### src/design/amaf_pkg.sv
// Shared types, constants and character helpers for the millivolt ASCII formatter.
package amaf_pkg;

  localparam int SAMPLE_BITS = 12;
  localparam int SAMPLE_W    = 12;
  localparam int REF_W       = 14;
  localparam int PROD_W      = SAMPLE_BITS + REF_W;
  localparam int QDEPTH      = 4;
  localparam int QPTR_W      = $clog2(QDEPTH);
  localparam int QCNT_W      = $clog2(QDEPTH + 1);

  localparam logic [REF_W-1:0] REF_RESET = 14'd4600;
  localparam logic [REF_W-1:0] MV_MAX    = 14'd9999;

  // Reciprocal constants for the digit split; exact over the value ranges used.
  localparam int RECIP_THOU       = 8389;  // 2^23 / 1000, rounded up
  localparam int RECIP_THOU_SHIFT = 23;
  localparam int RECIP_HUND       = 41;    // 2^12 / 100, rounded up
  localparam int RECIP_HUND_SHIFT = 12;
  localparam int RECIP_TENS       = 205;   // 2^11 / 10, rounded up
  localparam int RECIP_TENS_SHIFT = 11;

  localparam logic [7:0] ASCII_ZERO  = 8'd48;
  localparam logic [7:0] ASCII_C     = 8'h63;
  localparam logic [7:0] ASCII_H     = 8'h68;
  localparam logic [7:0] ASCII_SPACE = 8'h20;
  localparam logic [7:0] ASCII_EQ    = 8'h3D;
  localparam logic [7:0] ASCII_DOT   = 8'h2E;
  localparam logic [7:0] ASCII_CR    = 8'h0D;

  // Character positions within one line.
  localparam logic [3:0] POS_C    = 4'd0;
  localparam logic [3:0] POS_H    = 4'd1;
  localparam logic [3:0] POS_CHAN = 4'd2;
  localparam logic [3:0] POS_SP1  = 4'd3;
  localparam logic [3:0] POS_EQ   = 4'd4;
  localparam logic [3:0] POS_SP2  = 4'd5;
  localparam logic [3:0] POS_THOU = 4'd6;
  localparam logic [3:0] POS_DOT  = 4'd7;
  localparam logic [3:0] POS_HUND = 4'd8;
  localparam logic [3:0] POS_TENS = 4'd9;
  localparam logic [3:0] POS_ONES = 4'd10;
  localparam logic [3:0] POS_CR   = 4'd11;

  typedef struct packed {
    logic [SAMPLE_W-1:0] adc_sample;
    logic                channel;
  } in_item_t;

  typedef struct packed {
    logic [7:0] character;
    logic       last;
  } out_item_t;

  // Classified line: channel and four decimal digits.
  typedef struct packed {
    logic       channel;
    logic [3:0] d_thou;
    logic [3:0] d_hund;
    logic [3:0] d_tens;
    logic [3:0] d_ones;
  } line_rec_t;

  typedef struct packed {
    logic      valid;
    line_rec_t rec;
  } line_push_t;

  typedef struct packed {
    logic      empty;
    line_rec_t rec;
  } line_head_t;

  function automatic logic [7:0] digit_char(input logic [3:0] d);
    digit_char = ASCII_ZERO + {4'd0, d};
  endfunction

  function automatic logic [7:0] line_char(input line_rec_t rec, input logic [3:0] pos);
    case (pos)
      POS_C:    line_char = ASCII_C;
      POS_H:    line_char = ASCII_H;
      POS_CHAN: line_char = ASCII_ZERO + {7'd0, rec.channel};
      POS_SP1:  line_char = ASCII_SPACE;
      POS_EQ:   line_char = ASCII_EQ;
      POS_SP2:  line_char = ASCII_SPACE;
      POS_THOU: line_char = digit_char(rec.d_thou);
      POS_DOT:  line_char = ASCII_DOT;
      POS_HUND: line_char = digit_char(rec.d_hund);
      POS_TENS: line_char = digit_char(rec.d_tens);
      POS_ONES: line_char = digit_char(rec.d_ones);
      POS_CR:   line_char = ASCII_CR;
      default:  line_char = ASCII_CR;
    endcase
  endfunction

endpackage

### src/design/adc_millivolt_ascii_formatter.sv
// Top level of the ADC millivolt ASCII line formatter.
//
//   channel  direction  handshake            payload
//   -------  ---------  -------------------  --------------------------------
//   input    in         push / full          item   : in_item_t (sample, channel)
//   result   out        empty / pop          result : out_item_t (character, last)
//   config   in         cfg_we               cfg_data : reference in millivolts
//
// Each sample yields twelve characters, one per cycle while pop is held; the character
// sequencer sets the sustained sample rate.
// After the sample transfer, the first character passes through the five-stage scaling
// and digit pipeline, the queue and the output register.
// Up to four lines may be pending; full rises when four are in flight.
// Reset restores the reference to 4600 mV and empties all stages.
module adc_millivolt_ascii_formatter (
  input  logic                        clk,
  input  logic                        rst,
  input  logic                        push,
  output logic                        full,
  input  amaf_pkg::in_item_t          item,
  output logic                        empty,
  input  logic                        pop,
  output amaf_pkg::out_item_t         result,
  input  logic                        cfg_we,
  input  logic [amaf_pkg::REF_W-1:0]  cfg_data
);

  amaf_pkg::line_push_t  line_push;
  amaf_pkg::line_head_t  line_head;
  logic                  line_done;

  amaf_front u_front (
    .clk          (clk),
    .rst          (rst),
    .push         (push),
    .full         (full),
    .item         (item),
    .cfg_we       (cfg_we),
    .cfg_data     (cfg_data),
    .release_slot (line_done),
    .line_out     (line_push)
  );

  amaf_line_queue u_queue (
    .clk  (clk),
    .rst  (rst),
    .wr   (line_push),
    .rd   (line_done),
    .head (line_head)
  );

  amaf_back u_back (
    .clk       (clk),
    .rst       (rst),
    .head      (line_head),
    .line_done (line_done),
    .empty     (empty),
    .pop       (pop),
    .result    (result)
  );

endmodule

### src/design/amaf_front.sv
// Front end: accepts samples, scales to millivolts and splits into decimal digits.
module amaf_front (
  input  logic                         clk,
  input  logic                         rst,
  input  logic                         push,
  output logic                         full,
  input  amaf_pkg::in_item_t           item,
  input  logic                         cfg_we,
  input  logic [amaf_pkg::REF_W-1:0]   cfg_data,
  input  logic                         release_slot,
  output amaf_pkg::line_push_t         line_out
);

  logic                          accept;
  logic [amaf_pkg::REF_W-1:0]    reference_mv;
  logic [amaf_pkg::QCNT_W-1:0]   inflight;
  logic [4:0]                    vld;

  logic [15:0]                   sample_ext;
  logic [amaf_pkg::PROD_W-1:0]   prod1;
  logic                          chan1, chan2, chan3, chan4;
  amaf_pkg::line_rec_t           rec5;

  logic [amaf_pkg::REF_W-1:0]    mv_raw, mv_sat;
  logic [26:0]                   thou_prod;
  logic [amaf_pkg::REF_W-1:0]    mv2;
  logic [3:0]                    th2, th3, th4;

  logic [amaf_pkg::REF_W-1:0]    rem_thou;
  logic [9:0]                    r3;

  logic [15:0]                   hund_prod;
  logic [3:0]                    h_calc, h4;
  logic [9:0]                    rem_hund;
  logic [6:0]                    r4;

  logic [14:0]                   tens_prod;
  logic [3:0]                    t_calc;
  logic [6:0]                    rem_tens;

  assign accept = push && !full;
  assign full   = (inflight == amaf_pkg::QCNT_W'(amaf_pkg::QDEPTH));

  always_ff @(posedge clk) begin
    if (rst) begin
      reference_mv <= amaf_pkg::REF_RESET;
    end else if (cfg_we) begin
      reference_mv <= cfg_data;
    end
  end

  // Count lines in the pipe and the queue; a slot frees when the back end drains a line.
  always_ff @(posedge clk) begin
    if (rst) begin
      inflight <= '0;
    end else if (accept && !release_slot) begin
      inflight <= inflight + 1'b1;
    end else if (!accept && release_slot) begin
      inflight <= inflight - 1'b1;
    end
  end

  always_ff @(posedge clk) begin
    if (rst) begin
      vld <= '0;
    end else begin
      vld <= {vld[3:0], accept};
    end
  end

  assign sample_ext = {{(16-amaf_pkg::SAMPLE_W){1'b0}}, item.adc_sample};

  // Stage 1: scale
  always_ff @(posedge clk) begin
    prod1 <= amaf_pkg::PROD_W'(sample_ext[amaf_pkg::SAMPLE_BITS-1:0])
           * amaf_pkg::PROD_W'(reference_mv);
    chan1 <= item.channel;
  end

  // Stage 2: saturate, thousands digit
  assign mv_raw    = prod1[amaf_pkg::PROD_W-1:amaf_pkg::SAMPLE_BITS];
  assign mv_sat    = (mv_raw > amaf_pkg::MV_MAX) ? amaf_pkg::MV_MAX : mv_raw;
  assign thou_prod = 27'(mv_sat) * 27'(amaf_pkg::RECIP_THOU);

  always_ff @(posedge clk) begin
    mv2   <= mv_sat;
    th2   <= thou_prod[amaf_pkg::RECIP_THOU_SHIFT +: 4];
    chan2 <= chan1;
  end

  // Stage 3: remainder below one thousand
  assign rem_thou = mv2 - 14'(th2 * 14'd1000);

  always_ff @(posedge clk) begin
    r3    <= rem_thou[9:0];
    th3   <= th2;
    chan3 <= chan2;
  end

  // Stage 4: hundreds digit and remainder below one hundred
  assign hund_prod = 16'(r3) * 16'(amaf_pkg::RECIP_HUND);
  assign h_calc    = hund_prod[amaf_pkg::RECIP_HUND_SHIFT +: 4];
  assign rem_hund  = r3 - 10'(h_calc * 10'd100);

  always_ff @(posedge clk) begin
    r4    <= rem_hund[6:0];
    h4    <= h_calc;
    th4   <= th3;
    chan4 <= chan3;
  end

  // Stage 5: tens and ones digits
  assign tens_prod = 15'(r4) * 15'(amaf_pkg::RECIP_TENS);
  assign t_calc    = tens_prod[amaf_pkg::RECIP_TENS_SHIFT +: 4];
  assign rem_tens  = r4 - 7'(t_calc * 7'd10);

  always_ff @(posedge clk) begin
    rec5.channel <= chan4;
    rec5.d_thou  <= th4;
    rec5.d_hund  <= h4;
    rec5.d_tens  <= t_calc;
    rec5.d_ones  <= rem_tens[3:0];
  end

  assign line_out.valid = vld[4];
  assign line_out.rec   = rec5;

endmodule

### src/design/amaf_line_queue.sv
// Short queue of classified lines between the front and back ends.
module amaf_line_queue (
  input  logic                  clk,
  input  logic                  rst,
  input  amaf_pkg::line_push_t  wr,
  input  logic                  rd,
  output amaf_pkg::line_head_t  head
);

  amaf_pkg::line_rec_t           mem [amaf_pkg::QDEPTH];
  logic [amaf_pkg::QPTR_W-1:0]   wr_ptr;
  logic [amaf_pkg::QPTR_W-1:0]   rd_ptr;
  logic [amaf_pkg::QCNT_W-1:0]   count;
  logic                          do_rd;

  assign do_rd = rd && (count != '0);

  always_ff @(posedge clk) begin
    if (wr.valid) begin
      mem[wr_ptr] <= wr.rec;
    end
  end

  always_ff @(posedge clk) begin
    if (rst) begin
      wr_ptr <= '0;
      rd_ptr <= '0;
      count  <= '0;
    end else begin
      if (wr.valid) begin
        wr_ptr <= wr_ptr + 1'b1;
      end
      if (do_rd) begin
        rd_ptr <= rd_ptr + 1'b1;
      end
      if (wr.valid && !do_rd) begin
        count <= count + 1'b1;
      end else if (!wr.valid && do_rd) begin
        count <= count - 1'b1;
      end
    end
  end

  assign head.empty = (count == '0);
  assign head.rec   = mem[rd_ptr];

endmodule

### src/design/amaf_back.sv
// Back end: walks one queued line character by character into the output register.
module amaf_back (
  input  logic                  clk,
  input  logic                  rst,
  input  amaf_pkg::line_head_t  head,
  output logic                  line_done,
  output logic                  empty,
  input  logic                  pop,
  output amaf_pkg::out_item_t   result
);

  logic        out_valid;
  logic [3:0]  pos;
  logic        load;
  logic        at_end;

  assign load      = !head.empty && (!out_valid || pop);
  assign at_end    = (pos == amaf_pkg::POS_CR);
  assign line_done = load && at_end;
  assign empty     = !out_valid;

  always_ff @(posedge clk) begin
    if (rst) begin
      out_valid <= 1'b0;
      pos       <= amaf_pkg::POS_C;
    end else begin
      if (load) begin
        out_valid <= 1'b1;
        pos       <= at_end ? amaf_pkg::POS_C : pos + 1'b1;
      end else if (pop) begin
        out_valid <= 1'b0;
      end
    end
  end

  // Hold the character until it is popped.
  always_ff @(posedge clk) begin
    if (load) begin
      result.character <= amaf_pkg::line_char(head.rec, pos);
      result.last      <= at_end;
    end
  end

endmodule

### config.mk
export PLATFORM = sky130hd
export DESIGN_NAME = adc_millivolt_ascii_formatter
export DESIGN_NICKNAME = d
export VERILOG_FILES = /design/src/design/amaf_pkg.sv /design/src/design/adc_millivolt_ascii_formatter.sv /design/src/design/amaf_front.sv /design/src/design/amaf_line_queue.sv /design/src/design/amaf_back.sv
export SDC_FILE = /design/constraint.sdc
export NUM_CORES = 1
export LEC_CHECK = 0
export ABC_AREA = 1
export BUFFER_PORTS_ARGS = -buffer_cell sky130_fd_sc_hd__buf_4
export CAP_MARGIN = 0
export CORE_ASPECT_RATIO = 1.2
export CORE_MARGIN = 5
export CORE_UTILIZATION = 30
export CTS_CLUSTER_DIAMETER = 200
export DETAILED_ROUTE_END_ITERATION = 16
export SLEW_MARGIN = 5
export SYNTH_ARGS = -nofsm -noshare
export SYNTH_HDL_FRONTEND = slang
export SYNTH_SLANG_ARGS = --single-unit
export TNS_END_PERCENT = 5
### constraint.sdc
create_clock -name clk -period 6.7 [get_ports clk]
set_clock_uncertainty 0.05 [all_clocks]
set_input_delay 0.335 -clock clk [delete_from_list [all_inputs] [get_ports clk]]
set_output_delay 0.335 -clock clk [all_outputs]
set_load 0.02 [all_outputs]
==> out/results.txt <==
status = completed
# clock sinks = 190
Worst Tran Pin Value = 0.815 ns
post-synthesis register bit count = 190
CP max FO = 13
CTS tree = built
Post-Synth Simple-Gate Area = 14.5%
CORE AREA = 54500 um^2
Max Cap Violations = 0
Setup WS pre-CTS = 1.42 ns
Min Clock Period, post-route = 5.33 ns
R2R cell count = 17
die span in y = 266 um
drt initial violations = 564
Compound-Gate Fraction of Synth Area = 6.63%
first-pass GRT wire length = 59400 um
grt total ovfl = 0
Hold Path Stages = 3
Max H-tree Level = 4
CP endpoint kind = flop
Max Slew Vio Count = 0
Total GRT Usage = 12.1%
Post-Synth Adder-Cell Area = 38.2%
hold_buf cts = 1
Antenna Cells = 0
R2R Path End = u_front.prod1[23]$_DFF_P_
largest net degree at the start of global routing = 36
CP startpoint kind = flop
xor-xnor portion of the synthesized cell area = 2.03%
synth warn = 0
multi-input logic area = 10100 um^2
Synth Instances = 1878
setup TNS = 0 ns
syn nets = 2314
Netlist cell types = 44
RSZ-0062 raised after global routing = no
Avg Cell Area, Syn = 8.74 um^2
Seq/Total Area, Yosys = 27.8%
Worst R2R Setup Slack = 1.37 ns
Worst Hold Class = in -> reg
initial antenna violation count = 4
Final setup viols = 0
Detailed Place HPWL = 28700 um
Synth Cell Area = 16400 um^2
Cell Area, Placed = 17400 um^2
post-cts resize count = 0
number of global-route vias before repair = 12501
Via density = 4.58
DIE AREA = 59500 um^2
final period utilization = 79.6%
routed length per placed instance = 13.4 um
largest family of logic cells by synthesized area = adder cells
number of fill cells in the layout = 5555
CTS clk-pin slew, worst paths = 0.08 ns
share of cells above drive strength 1 = 5.55%
starting density of the core = 30.1%
clk_lat worst skew = 0.44 ns
# IOs = 43
# Post-CTS Setup Buffers = 0
finished layout cell area = 18100 um^2
DRC = 0
GPL Wtd Cong = 0.891
Max Fclk = 187 MHz
post-route ant nets = 0
Root Driver = clkbuf_16
Max-slew headroom = 45.6%
EDFF count, synth = 76
Die Wd = 223 um
clock buffer depth = 2
Port Buffers = 41
Post-layout nets = 2333
first drt pass iteration count = 5
synth-to-layout area growth = 10.2%
R2R Path Start = u_front.reference_mv[4]$_SDFFE_PP1P_
Setup CP Type = reg -> reg
Fin. Hold Viols = 0
Critical Path AT = 5.63 ns
Rows = 94
Placed Cells = 2597
required time of the critical path = 7.00 ns
total vias in the final route = 12043
FFs w/ async S/R, synth = 0%
setup ws final = 1.37 ns
CTS Buf Count = 17
post-synthesis mux area share = 0%
Primary FF master, synth = dfxtp_1
Seq. cell area = 4560 um^2
worst hold start = cfg_data[7]
drt total wl = 35100 um
Worst Hold Path EP = u_front.reference_mv[7]$_SDFFE_PP1P_
fin cells = 2630
-- logic make-up after synthesis --
logic type,count (synthesis)
AND/OR/NAND/NOR,578
buffers and inverters,470
adder cells (fa/ha/maj),404
AO/OA/AOI/OAI,197
flip-flops,190
XOR/XNOR,38
other,1
-- state kept, by name, summed over array words and instances (netlist names), 2 cells and up, named ones only --
register,cells
u_queue.mem,68
u_front.line_out,17
u_front.prod1,14
u_front.reference_mv,14
u_front.mv2,10
u_front.r3,10
u_back.result,8
u_front.r4,7
u_front.vld,5
u_back.pos,4
u_front.h4,4
u_front.th2,4
u_front.th3,4
u_front.th4,4
u_front.inflight,3
u_queue.count,3
u_queue.rd_ptr,2
u_queue.wr_ptr,2
-- layer usage --
| layer | vias up | part of all wire [%] | global-route usage (%) | wire, um |
|---|---|---|---|---|
| li1 | 5886 | - | - | - |
| met5 | - | 0.16 | 0 | 57 |
| met2 | 208 | 54 | 22.6 | 18800 |
| met4 | 8 | 1.9 | 3.53 | 673 |
| met1 | 5879 | 41 | 14.1 | 14400 |
| met3 | 62 | 3.3 | 1.98 | 1140 |
-- synthesized netlist by cell type (4+ instances only) --
library cell,n,area (um^2)
buf_2,4,20.0
nand3_1,44,220
fa_1,161,3220
nand2_1,356,1340
nand3b_1,5,37.5
nor2_2,9,56.3
clkbuf_1,35,131
inv_1,415,1560
inv_2,10,37.5
o21bai_1,4,30.0
edfxtp_1,76,2280
a21oi_1,74,370
ha_1,243,3040
xnor2_1,13,114
nand2_2,5,31.3
nor3_1,10,50.1
xor2_1,25,219
a211oi_1,6,45.0
nor2_1,124,465
o22ai_1,13,81.3
o21a_1,4,30.0
o21ai_1,5,25.0
a21o_1,4,30.0
dfxtp_1,114,2280
o21ai_0,73,365
nand4_1,13,81.3
-- cell usage in the layout (no fill, tap or decap), drive strengths merged, types with 18 or more instances in the layout --
cell type  instances
inv              432
dfxtp            114
o21ai             78
ha               243
buf               43
xor2              25
nand3             44
fa               161
edfxtp            76
a21oi             74
nand2            361
nor2             135
clkbuf            18
-- critical path, cell delays in order (launching register included) --
cell,delay [ns]
dfxtp_1,0.65
nand2_1,0.16
fa_1,0.56
inv_1,0.06
fa_1,0.54
inv_1,0.06
fa_1,0.53
inv_1,0.06
fa_1,0.53
inv_1,0.06
fa_1,0.54
inv_1,0.05
ha_1,0.36
nand2_1,0.14
nor4_1,0.43
nand3_1,0.15
nand3_1,0.14
xor2_1,0.16
-- layout make-up --
type,instances,area share (%)
clock buffer,18,2.49
clock inverter,14,0.914
timing repair buffer,44,1.84
multi-input combinational,1218,55.7
inverter,426,8.85
sequential,190,25.3
tap,720,4.98
-- how the worst max path moves through the flow --
stage | startpoint | cells after the start | to
5_1_grt | u_front.reference_mv[4]$_SDFFE_PP1P_ | 17 | u_front.prod1[23]$_DFF_P_
6_report | u_front.reference_mv[4]$_SDFFE_PP1P_ | 17 | u_front.prod1[23]$_DFF_P_
3_3_place_gp | u_front.reference_mv[4]$_SDFFE_PP1P_ | 22 | u_front.prod1[20]$_DFF_P_
2_1_floorplan | u_front.reference_mv[4]$_SDFFE_PP1P_ | 20 | u_front.prod1[24]$_DFF_P_
4_1_cts | u_front.reference_mv[4]$_SDFFE_PP1P_ | 17 | u_front.prod1[23]$_DFF_P_
3_5_place_dp | u_front.reference_mv[4]$_SDFFE_PP1P_ | 17 | u_front.prod1[23]$_DFF_P_
-- stage by stage --
step	util (%)	hold WS (ns)
2_1_floorplan	-	0.260
3_3_place_gp	32.0	0.263
3_5_place_dp	32.0	0.262
4_1_cts	33.2	0.0388
5_1_grt	33.2	0.0447
6_report	33.2	0.0564
Power is left out: the tool's default activity adds up to more than one toggle a clock period on the data nets, which glitch-free logic cannot reach.
